==> src/hw/rtl/ckat_pkg.sv <==
// Shared types and constants for the char-keyed associative table.
`timescale 1ns / 1ps

package ckat_pkg;

   localparam int ENTRIES = 16;
   localparam int CNT_W   = $clog2(ENTRIES + 1);

   // action codes
   localparam logic [2:0] ACT_INSERT     = 3'd0;
   localparam logic [2:0] ACT_FIND_KEY   = 3'd1;
   localparam logic [2:0] ACT_FIND_VALUE = 3'd2;
   localparam logic [2:0] ACT_READ       = 3'd3;
   localparam logic [2:0] ACT_MODIFY     = 3'd4;
   localparam logic [2:0] ACT_REMOVE     = 3'd5;

   // status codes
   localparam logic [1:0] STS_OK        = 2'd0;
   localparam logic [1:0] STS_NOT_FOUND = 2'd1;
   localparam logic [1:0] STS_FULL      = 2'd2;
   localparam logic [1:0] STS_BAD_INDEX = 2'd3;

   typedef struct packed {
      logic [2:0]  action;
      logic [7:0]  key;
      logic [15:0] value;
      logic [3:0]  index;
   } req_type;

   typedef struct packed {
      logic [1:0]  status;
      logic [7:0]  found_key;
      logic [15:0] found_value;
      logic [4:0]  entry_count;
   } rsp_type;

   typedef enum logic [2:0] {
      CELL_IDLE,
      CELL_FIND_KEY,
      CELL_FIND_VALUE,
      CELL_READ,
      CELL_INSERT,
      CELL_MODIFY,
      CELL_REMOVE
   } cell_op_type;

   // broadcast to every cell
   typedef struct packed {
      cell_op_type op;
      logic [7:0]  key;
      logic [15:0] value;
   } cell_ctl_type;

   // first-match chain running from cell 0 upward
   typedef struct packed {
      logic        hit;
      logic [7:0]  key;
      logic [15:0] value;
   } link_type;

endpackage

==> src/hw/rtl/ckat_cell.sv <==
// One table slot: key/value storage, compare, and first-match link to its neighbor.
`timescale 1ns / 1ps

module ckat_cell (
   input  logic                  clock,
   input  ckat_pkg::cell_ctl_type ctl,
   input  logic                  commit,
   input  logic                  valid,
   input  logic                  at_index,
   input  logic                  at_tail,
   input  logic [7:0]            next_key,
   input  logic [15:0]           next_value,
   input  ckat_pkg::link_type    link_in,
   output ckat_pkg::link_type    link_out,
   output logic [7:0]            key_out,
   output logic [15:0]           value_out
);

   logic [7:0]  key_ff;
   logic [15:0] value_ff;
   logic        match;

   always_comb begin
      case (ctl.op)
         ckat_pkg::CELL_FIND_KEY,
         ckat_pkg::CELL_MODIFY,
         ckat_pkg::CELL_REMOVE:     match = valid && (key_ff == ctl.key);
         ckat_pkg::CELL_FIND_VALUE: match = valid && (value_ff == ctl.value);
         ckat_pkg::CELL_READ:       match = valid && at_index;
         default:                   match = 1'b0;
      endcase
   end

   always_comb begin
      link_out.hit = link_in.hit || match;
      if (link_in.hit) begin
         link_out.key   = link_in.key;
         link_out.value = link_in.value;
      end else if (match) begin
         link_out.key   = key_ff;
         link_out.value = value_ff;
      end else begin
         link_out.key   = '0;
         link_out.value = '0;
      end
   end

   // on remove, every slot at or after the first match pulls from its upper neighbor
   always_ff @(posedge clock) begin
      if (commit) begin
         case (ctl.op)
            ckat_pkg::CELL_INSERT: begin
               if (at_tail) begin
                  key_ff   <= ctl.key;
                  value_ff <= ctl.value;
               end
            end
            ckat_pkg::CELL_MODIFY: begin
               if (match) value_ff <= ctl.value;
            end
            ckat_pkg::CELL_REMOVE: begin
               if (link_in.hit || match) begin
                  key_ff   <= next_key;
                  value_ff <= next_value;
               end
            end
            default: begin
            end
         endcase
      end
   end

   assign key_out   = key_ff;
   assign value_out = value_ff;

endmodule

==> src/hw/rtl/char_keyed_associative_table_core.sv <==
// Top level: ordered byte-keyed table built as a chain of compare cells.
// Usage:
//   req_ channel carries one action (insert, find by key, find by value,
//   read at index, modify, remove). rsp_ channel returns exactly one result
//   per action: status, found key/value, and entry count afterwards.
//   A transaction moves at a clock edge with valid high and stall low.
// Execution:
//   A request is registered on acceptance and then executed, where all
//   cells compare at once and a first-match chain picks the answer.
//   A new request is stalled until the previous one has been executed.
//   Remove shifts the row down by one slot per matching entry, one entry
//   per shift of the cell row, until no match remains.
// Stalls:
//   The result sits in an output register; a new request is accepted while
//   it waits. Execution holds until that register frees; only the shifts
//   of a remove go ahead meanwhile.
// Reset:
//   Synchronous, active high. Entry count clears to zero; slot contents are
//   left as they are and are never read before being written.
`timescale 1ns / 1ps

module char_keyed_associative_table_core (
   input  logic              clock,
   input  logic              reset,
   input  logic              req_valid,
   output logic              req_stall,
   input  ckat_pkg::req_type req_payload,
   output logic              rsp_valid,
   input  logic              rsp_stall,
   output ckat_pkg::rsp_type rsp_payload
);

   localparam int N = ckat_pkg::ENTRIES;
   localparam int CW = ckat_pkg::CNT_W;

   typedef enum logic [1:0] {
      ST_IDLE,
      ST_EXEC,
      ST_REMOVE
   } state_type;

   state_type             state_ff, state_in;
   ckat_pkg::req_type     cmd_ff, cmd_in;
   logic [CW-1:0]         count_ff, count_in;
   logic                  rsp_valid_ff, rsp_valid_in;
   ckat_pkg::rsp_type     rsp_ff, rsp_in;
   logic                  rm_hit_ff, rm_hit_in;
   logic [7:0]            rm_key_ff, rm_key_in;
   logic [15:0]           rm_value_ff, rm_value_in;

   ckat_pkg::cell_ctl_type ctl;
   logic                   commit;
   ckat_pkg::link_type     link [N+1];
   logic [7:0]             cell_key [N+1];
   logic [15:0]            cell_value [N+1];
   logic                   out_free;
   logic                   accept;
   logic                   full;
   logic                   bad_index;

   assign out_free  = !rsp_valid_ff || !rsp_stall;
   assign req_stall = (state_ff != ST_IDLE);
   assign accept    = req_valid && !req_stall;
   assign full      = (count_ff == CW'(N));
   assign bad_index = (CW'(cmd_ff.index) >= count_ff);

   assign link[0]       = '0;
   assign cell_key[N]   = '0;
   assign cell_value[N] = '0;

   for (genvar i = 0; i < N; i++) begin : g_cell
      ckat_cell u_cell (
         .clock      (clock),
         .ctl        (ctl),
         .commit     (commit),
         .valid      (count_ff > CW'(i)),
         .at_index   (CW'(cmd_ff.index) == CW'(i)),
         .at_tail    (count_ff == CW'(i)),
         .next_key   (cell_key[i+1]),
         .next_value (cell_value[i+1]),
         .link_in    (link[i]),
         .link_out   (link[i+1]),
         .key_out    (cell_key[i]),
         .value_out  (cell_value[i])
      );
   end

   // broadcast to the row depends on the held command only
   always_comb begin
      ctl.key   = cmd_ff.key;
      ctl.value = cmd_ff.value;
      case (cmd_ff.action)
         ckat_pkg::ACT_INSERT:     ctl.op = ckat_pkg::CELL_INSERT;
         ckat_pkg::ACT_FIND_KEY:   ctl.op = ckat_pkg::CELL_FIND_KEY;
         ckat_pkg::ACT_FIND_VALUE: ctl.op = ckat_pkg::CELL_FIND_VALUE;
         ckat_pkg::ACT_READ:       ctl.op = ckat_pkg::CELL_READ;
         ckat_pkg::ACT_MODIFY:     ctl.op = ckat_pkg::CELL_MODIFY;
         ckat_pkg::ACT_REMOVE:     ctl.op = ckat_pkg::CELL_REMOVE;
         default:                  ctl.op = ckat_pkg::CELL_IDLE;
      endcase
   end

   always_comb begin
      state_in     = state_ff;
      cmd_in       = cmd_ff;
      count_in     = count_ff;
      rsp_in       = rsp_ff;
      rm_hit_in    = rm_hit_ff;
      rm_key_in    = rm_key_ff;
      rm_value_in  = rm_value_ff;
      rsp_valid_in = rsp_valid_ff && rsp_stall;
      commit       = 1'b0;

      case (state_ff)
         ST_IDLE: begin
            if (accept) begin
               cmd_in    = req_payload;
               rm_hit_in = 1'b0;
               state_in  = ST_EXEC;
            end
         end
         ST_EXEC, ST_REMOVE: begin
            if (cmd_ff.action == ckat_pkg::ACT_REMOVE && link[N].hit) begin
               // drop the first remaining match; record it if it is the first
               commit   = 1'b1;
               count_in = count_ff - CW'(1);
               state_in = ST_REMOVE;
               if (!rm_hit_ff) begin
                  rm_hit_in   = 1'b1;
                  rm_key_in   = link[N].key;
                  rm_value_in = link[N].value;
               end
            end else if (out_free) begin
               commit       = !(cmd_ff.action == ckat_pkg::ACT_INSERT && full);
               rsp_valid_in = 1'b1;
               state_in     = ST_IDLE;
               rsp_in.found_key   = '0;
               rsp_in.found_value = '0;
               rsp_in.status      = ckat_pkg::STS_OK;
               rsp_in.entry_count = 5'(count_ff);
               case (cmd_ff.action)
                  ckat_pkg::ACT_INSERT: begin
                     if (full) begin
                        rsp_in.status = ckat_pkg::STS_FULL;
                     end else begin
                        count_in           = count_ff + CW'(1);
                        rsp_in.entry_count = 5'(count_ff + CW'(1));
                     end
                  end
                  ckat_pkg::ACT_FIND_KEY,
                  ckat_pkg::ACT_FIND_VALUE: begin
                     if (link[N].hit) begin
                        rsp_in.found_key   = link[N].key;
                        rsp_in.found_value = link[N].value;
                     end else begin
                        rsp_in.status = ckat_pkg::STS_NOT_FOUND;
                     end
                  end
                  ckat_pkg::ACT_READ: begin
                     if (bad_index) begin
                        rsp_in.status = ckat_pkg::STS_BAD_INDEX;
                     end else begin
                        rsp_in.found_key   = link[N].key;
                        rsp_in.found_value = link[N].value;
                     end
                  end
                  ckat_pkg::ACT_MODIFY: begin
                     if (link[N].hit) begin
                        rsp_in.found_key   = cmd_ff.key;
                        rsp_in.found_value = cmd_ff.value;
                     end else begin
                        rsp_in.status = ckat_pkg::STS_NOT_FOUND;
                     end
                  end
                  ckat_pkg::ACT_REMOVE: begin
                     if (rm_hit_ff) begin
                        rsp_in.found_key   = rm_key_ff;
                        rsp_in.found_value = rm_value_ff;
                     end else begin
                        rsp_in.status = ckat_pkg::STS_NOT_FOUND;
                     end
                  end
                  default: begin
                  end
               endcase
            end
         end
         default: state_in = ST_IDLE;
      endcase
   end

   always_ff @(posedge clock) begin
      if (reset) begin
         state_ff     <= ST_IDLE;
         count_ff     <= '0;
         rsp_valid_ff <= 1'b0;
         rm_hit_ff    <= 1'b0;
      end else begin
         state_ff     <= state_in;
         count_ff     <= count_in;
         rsp_valid_ff <= rsp_valid_in;
         rm_hit_ff    <= rm_hit_in;
      end
      cmd_ff      <= cmd_in;
      rsp_ff      <= rsp_in;
      rm_key_ff   <= rm_key_in;
      rm_value_ff <= rm_value_in;
   end

   assign rsp_valid   = rsp_valid_ff;
   assign rsp_payload = rsp_ff;

   a_count_range: assert property (@(posedge clock) disable iff (reset)
      count_ff <= CW'(N))
      else $error("entry count beyond table size");

   a_accept_exec: assert property (@(posedge clock) disable iff (reset)
      accept |=> state_ff == ST_EXEC)
      else $error("accepted transaction did not start execution");

   a_remove_shrinks: assert property (@(posedge clock) disable iff (reset)
      (state_ff != ST_IDLE && cmd_ff.action == ckat_pkg::ACT_REMOVE && link[N].hit)
      |=> count_ff == $past(count_ff) - CW'(1))
      else $error("remove shift did not reduce entry count");

   a_full_count: assert property (@(posedge clock) disable iff (reset)
      (rsp_valid_ff && rsp_ff.status == ckat_pkg::STS_FULL) |-> rsp_ff.entry_count == 5'(N))
      else $error("table full reported below capacity");

   a_miss_zero: assert property (@(posedge clock) disable iff (reset)
      (rsp_valid_ff && rsp_ff.status != ckat_pkg::STS_OK)
      |-> (rsp_ff.found_key == '0 && rsp_ff.found_value == '0))
      else $error("failed transaction carries nonzero data");

endmodule
==> config.mk <==
export PLATFORM = sky130hd
export DESIGN_NAME = char_keyed_associative_table_core
export DESIGN_NICKNAME = d
export VERILOG_FILES = /design/src/hw/rtl/ckat_pkg.sv /design/src/hw/rtl/ckat_cell.sv /design/src/hw/rtl/char_keyed_associative_table_core.sv
export SDC_FILE = /design/constraint.sdc
export NUM_CORES = 1
export LEC_CHECK = 0
export BUFFER_PORTS_ARGS = -buffer_cell sky130_fd_sc_hd__buf_2
export CORE_AREA = 2 2 235 237
export DETAILED_ROUTE_END_ITERATION = 10
export DIE_AREA = 0 0 237 239
export HOLD_SLACK_MARGIN = 0.15
export PLACE_DENSITY = 0.84
export SLEW_MARGIN = 20
export SYNTH_ARGS = -nofsm -noshare
export SYNTH_HDL_FRONTEND = slang
export SYNTH_HIERARCHICAL = 1
export SYNTH_SLANG_ARGS = --single-unit
==> constraint.sdc <==
create_clock -name clock -period 13.6 [get_ports clock]
set_input_delay 1.36 -clock clock [delete_from_list [all_inputs] [get_ports clock]]
set_output_delay 1.36 -clock clock [all_outputs]
set_load 0.01 [all_outputs]
==> metrics.txt <==
CP most frequent cell inv_1; design area 0.0341 mm^2; DRT Wirelength 95900 um; Final TNS setup 0 ns; Die W 237 um; Commonest cells post-synth 470 x edfxtp_1, 385 x a22o_1, 384 x mux2_2; Reg-to-Reg End g_cell[9].u_cell/value_out[11]$_DFFE_PP_; R2R Setup Slk 0.70 ns; Max-slew headroom 27.8%; nets 2691; Residual DRC 0; starting density of the core 57.1%; top post-synthesis cells by area edfxtp_1 45%, mux2_2 14%, a22o_1 11%, xnor2_1 10%, nand3_1 1.6%; Worst Hold End state_ff[0]$_SDFFE_PP0P_; register bit total from synthesis 479; delay-heaviest family, CP buffers and inverters; Clock Latency Late Sink 0.65 ns; Final Hold Viols 0; Total GRT Usage 32.9%; first-pass GRT wire length 141000 um; drt pass-1 iters 6; largest net degree at the start of global routing 159; Port Buf Inserts 67; Final Core Density 62.8%; Worst Tran Pin Value 1.08 ns; Final WS setup 0.702 ns; CTS Hold Bufs 0; Post-DRT Antenna Nets 0; pre-CTS WS -0.0783 ns; layout cell share with drive strength beyond 1 25.7%; max-cap violations 0; top-count cell post-synth edfxtp_1; CTS H-tree depth 2; buffers and inverters on the worst path 27; clock-pin slew on the worst setup and hold paths 0.06 ns; FMAX 77.5 MHz; post-synth top area cell edfxtp_1; maximum clock path buffer count 3; TritonCTS clock tree done; Post-Syn Area 0.0310 mm^2; Internal Power 2.67 mW; CTS Buf Count 51; Seq pwr share 46.8%; DP HPWL 66900 um; Tot Pwr 3.70 mW; Leakage 11.1 nW; final std cells w/o fill 3391; Mapped Cells 2549; FF-to-FF path depth 55; root buffer cell clkbuf_16; die height 239 um; GRT overflow 0; initial antenna violation count 4; hold path cells 2; type of element capturing the critical path flip-flop; Sw Ratio 27.8%; crit path DAT 13.22 ns; # setup viols final 0; fin crit share 94.8%; vias in the first global route 22900; Worst IR Drop VDD 0.115 mV; Slew Limit Fails 0; Comb power frac 16.3%; hold path start state_ff[0]$_SDFFE_PP0P_; via count 23800; RD Place Congestion 0.970; crit-path max FO 32; First DRT Iteration DRCs 3212; Core ar. 0.0543 mm^2; Synth cell types 54; status finished clean; Min Hold Slack 0.493 ns; CP max stage delay 0.55 ns; post-synthesis sequential area ratio 46.1%; power density over the cells 108 mW/mm^2; placed cell count 3254; number of core rows 86; Hold/Removal Path Class reg -> reg; Final Skew 0.0489 ns; Psw 1.03 mW; Top FF cell, synth edfxtp_1; Critical Path Source Type flip-flop; Async S/R FF share, synth 0%; kind of critical path reg -> reg; # IOs 68; post-synth top area share 45.5%; drt wl/cell 28.3 um; CTS Sinks 479; vias per inst 7.01; Ys Warns 6; post-layout min period 12.90 ns; CP required 13.92 ns; EDFF count, synth 470; synthesis-to-layout area growth 10.0%; slowest CP cell edfxtp_1; mean area per synthesized cell 12.2 um^2; Clk network pwr share 36.9%; Die Area 0.0566 mm^2; placed cell areas 0.0320 mm^2; R2R Path Start cmd_ff[29]$_DFFE_PP_
-- metal layers --
metal	up-vias	GRT usage, %	share of wire [%]
li1	10100	-	-
met1	11600	41.3	36
met2	1625	52.5	46
met3	420	8.70	12
met4	4	16.9	5.9
met5	-	0	0.023
-- kinds of logic after synthesis --
family | after synthesis | share of synthesized area, %
AO/OA/AOI/OAI | 626 | 16.0
flip-flops | 479 | 46.1
buffers and inverters | 219 | 3.60
other | 1 | 0.0121
adder cells (fa/ha/maj) | 12 | 0.484
AND/OR/NAND/NOR | 438 | 8.87
multiplexers | 387 | 14.0
XOR/XNOR | 387 | 10.9
-- layout by cell type, fill, tap and decap left out, drive strengths merged, types with 2 or more instances in the layout --
cell type and instances:
o31ai 16, clkinvlp 3, buf 164, nand3 102, nand3b 18, xor2 17, nor3 29, nor4 34
clkbuf 61, nand2b 38, diode 2, bufinv 3, nand4 65, mux2 384, nor2b 6, a2111oi 17
nand4b 17, conb 49, nand2 50, dfxtp 9, xnor2 370, edfxtp 470, mux2i 3, or3 2
a31o 2, or2 16, a31oi 20, ha 12, nor2 50, a22oi 25, o211ai 24, a211oi 19
a21oi 30, o311ai 17, and2 5, inv 47, a22o 385, o21ai 65, clkinv 27
-- how the worst max path moves through the flow --
stage	start	end	slack [ns]	depth (start not counted)
3_3_place_gp	cmd_ff[29]$_DFFE_PP_	g_cell[0].u_cell/key_out[2]$_DFFE_PP_	0.92	56
2_1_floorplan	cmd_ff[28]$_DFFE_PP_	g_cell[0].u_cell/value_out[0]$_DFFE_PP_	0.24	61
5_1_grt	cmd_ff[29]$_DFFE_PP_	g_cell[0].u_cell/key_out[5]$_DFFE_PP_	-0.04	56
3_5_place_dp	cmd_ff[28]$_DFFE_PP_	g_cell[9].u_cell/value_out[2]$_DFFE_PP_	-0.08	52
6_report	cmd_ff[29]$_DFFE_PP_	g_cell[9].u_cell/value_out[11]$_DFFE_PP_	0.70	55
4_1_cts	cmd_ff[28]$_DFFE_PP_	g_cell[9].u_cell/value_out[2]$_DFFE_PP_	0.13	52
-- repair_timing --
action                                 in CTS  in global routing
setup buffers                               0                 10
gates resized for setup                     1                  9
gates cloned                                0                  2
setup endpoints to repair                 383                440
endpoints found under the hold margin       0                  0
pin swaps                                   0                  2
-- layout make-up --
cell class	instances	area (um^2)
Clock buffer	61	1310
Timing Repair Buffer	164	1230
Inverter	47	176
Antenna cell	2	5.00
Clock inverter	33	298
Sequential cell	479	14300
Tap cell	704	881
Multi-Input combinational cell	1901	15900
Fill cell	3863	20200
-- worst reg2reg max path: cells and delay by family (launching register included) --
kind | cells | cell delay [ns]
simple gates | 5 | 1.54
flops | 1 | 0.55
compound gates | 22 | 4.17
buf+inv | 27 | 6.09
mux | 1 | 0.19
-- power groups by stage --
stage | registers, mW | logic, mW | clock network [mW]
6_report | 1.73 | 0.603 | 1.37
5_1_grt | 1.74 | 0.634 | 1.42
4_1_cts | 1.73 | 0.573 | 1.37
3_5_place_dp | 1.76 | 0.568 | 0
3_3_place_gp | 1.76 | 0.547 | 0
2_1_floorplan | 1.78 | 0.378 | 0
-- registers in the layout, indices dropped and copies added (netlist names), 2 cells and up --
signal / cells
cmd_ff: 31
count_ff: 5
g_cell.u_cell/key_out: 128
g_cell.u_cell/value_out: 256
rm_key_ff: 8
rm_value_ff: 16
rsp_payload: 31
state_ff: 2
Note: power is estimated with default switching activity, not from simulation.
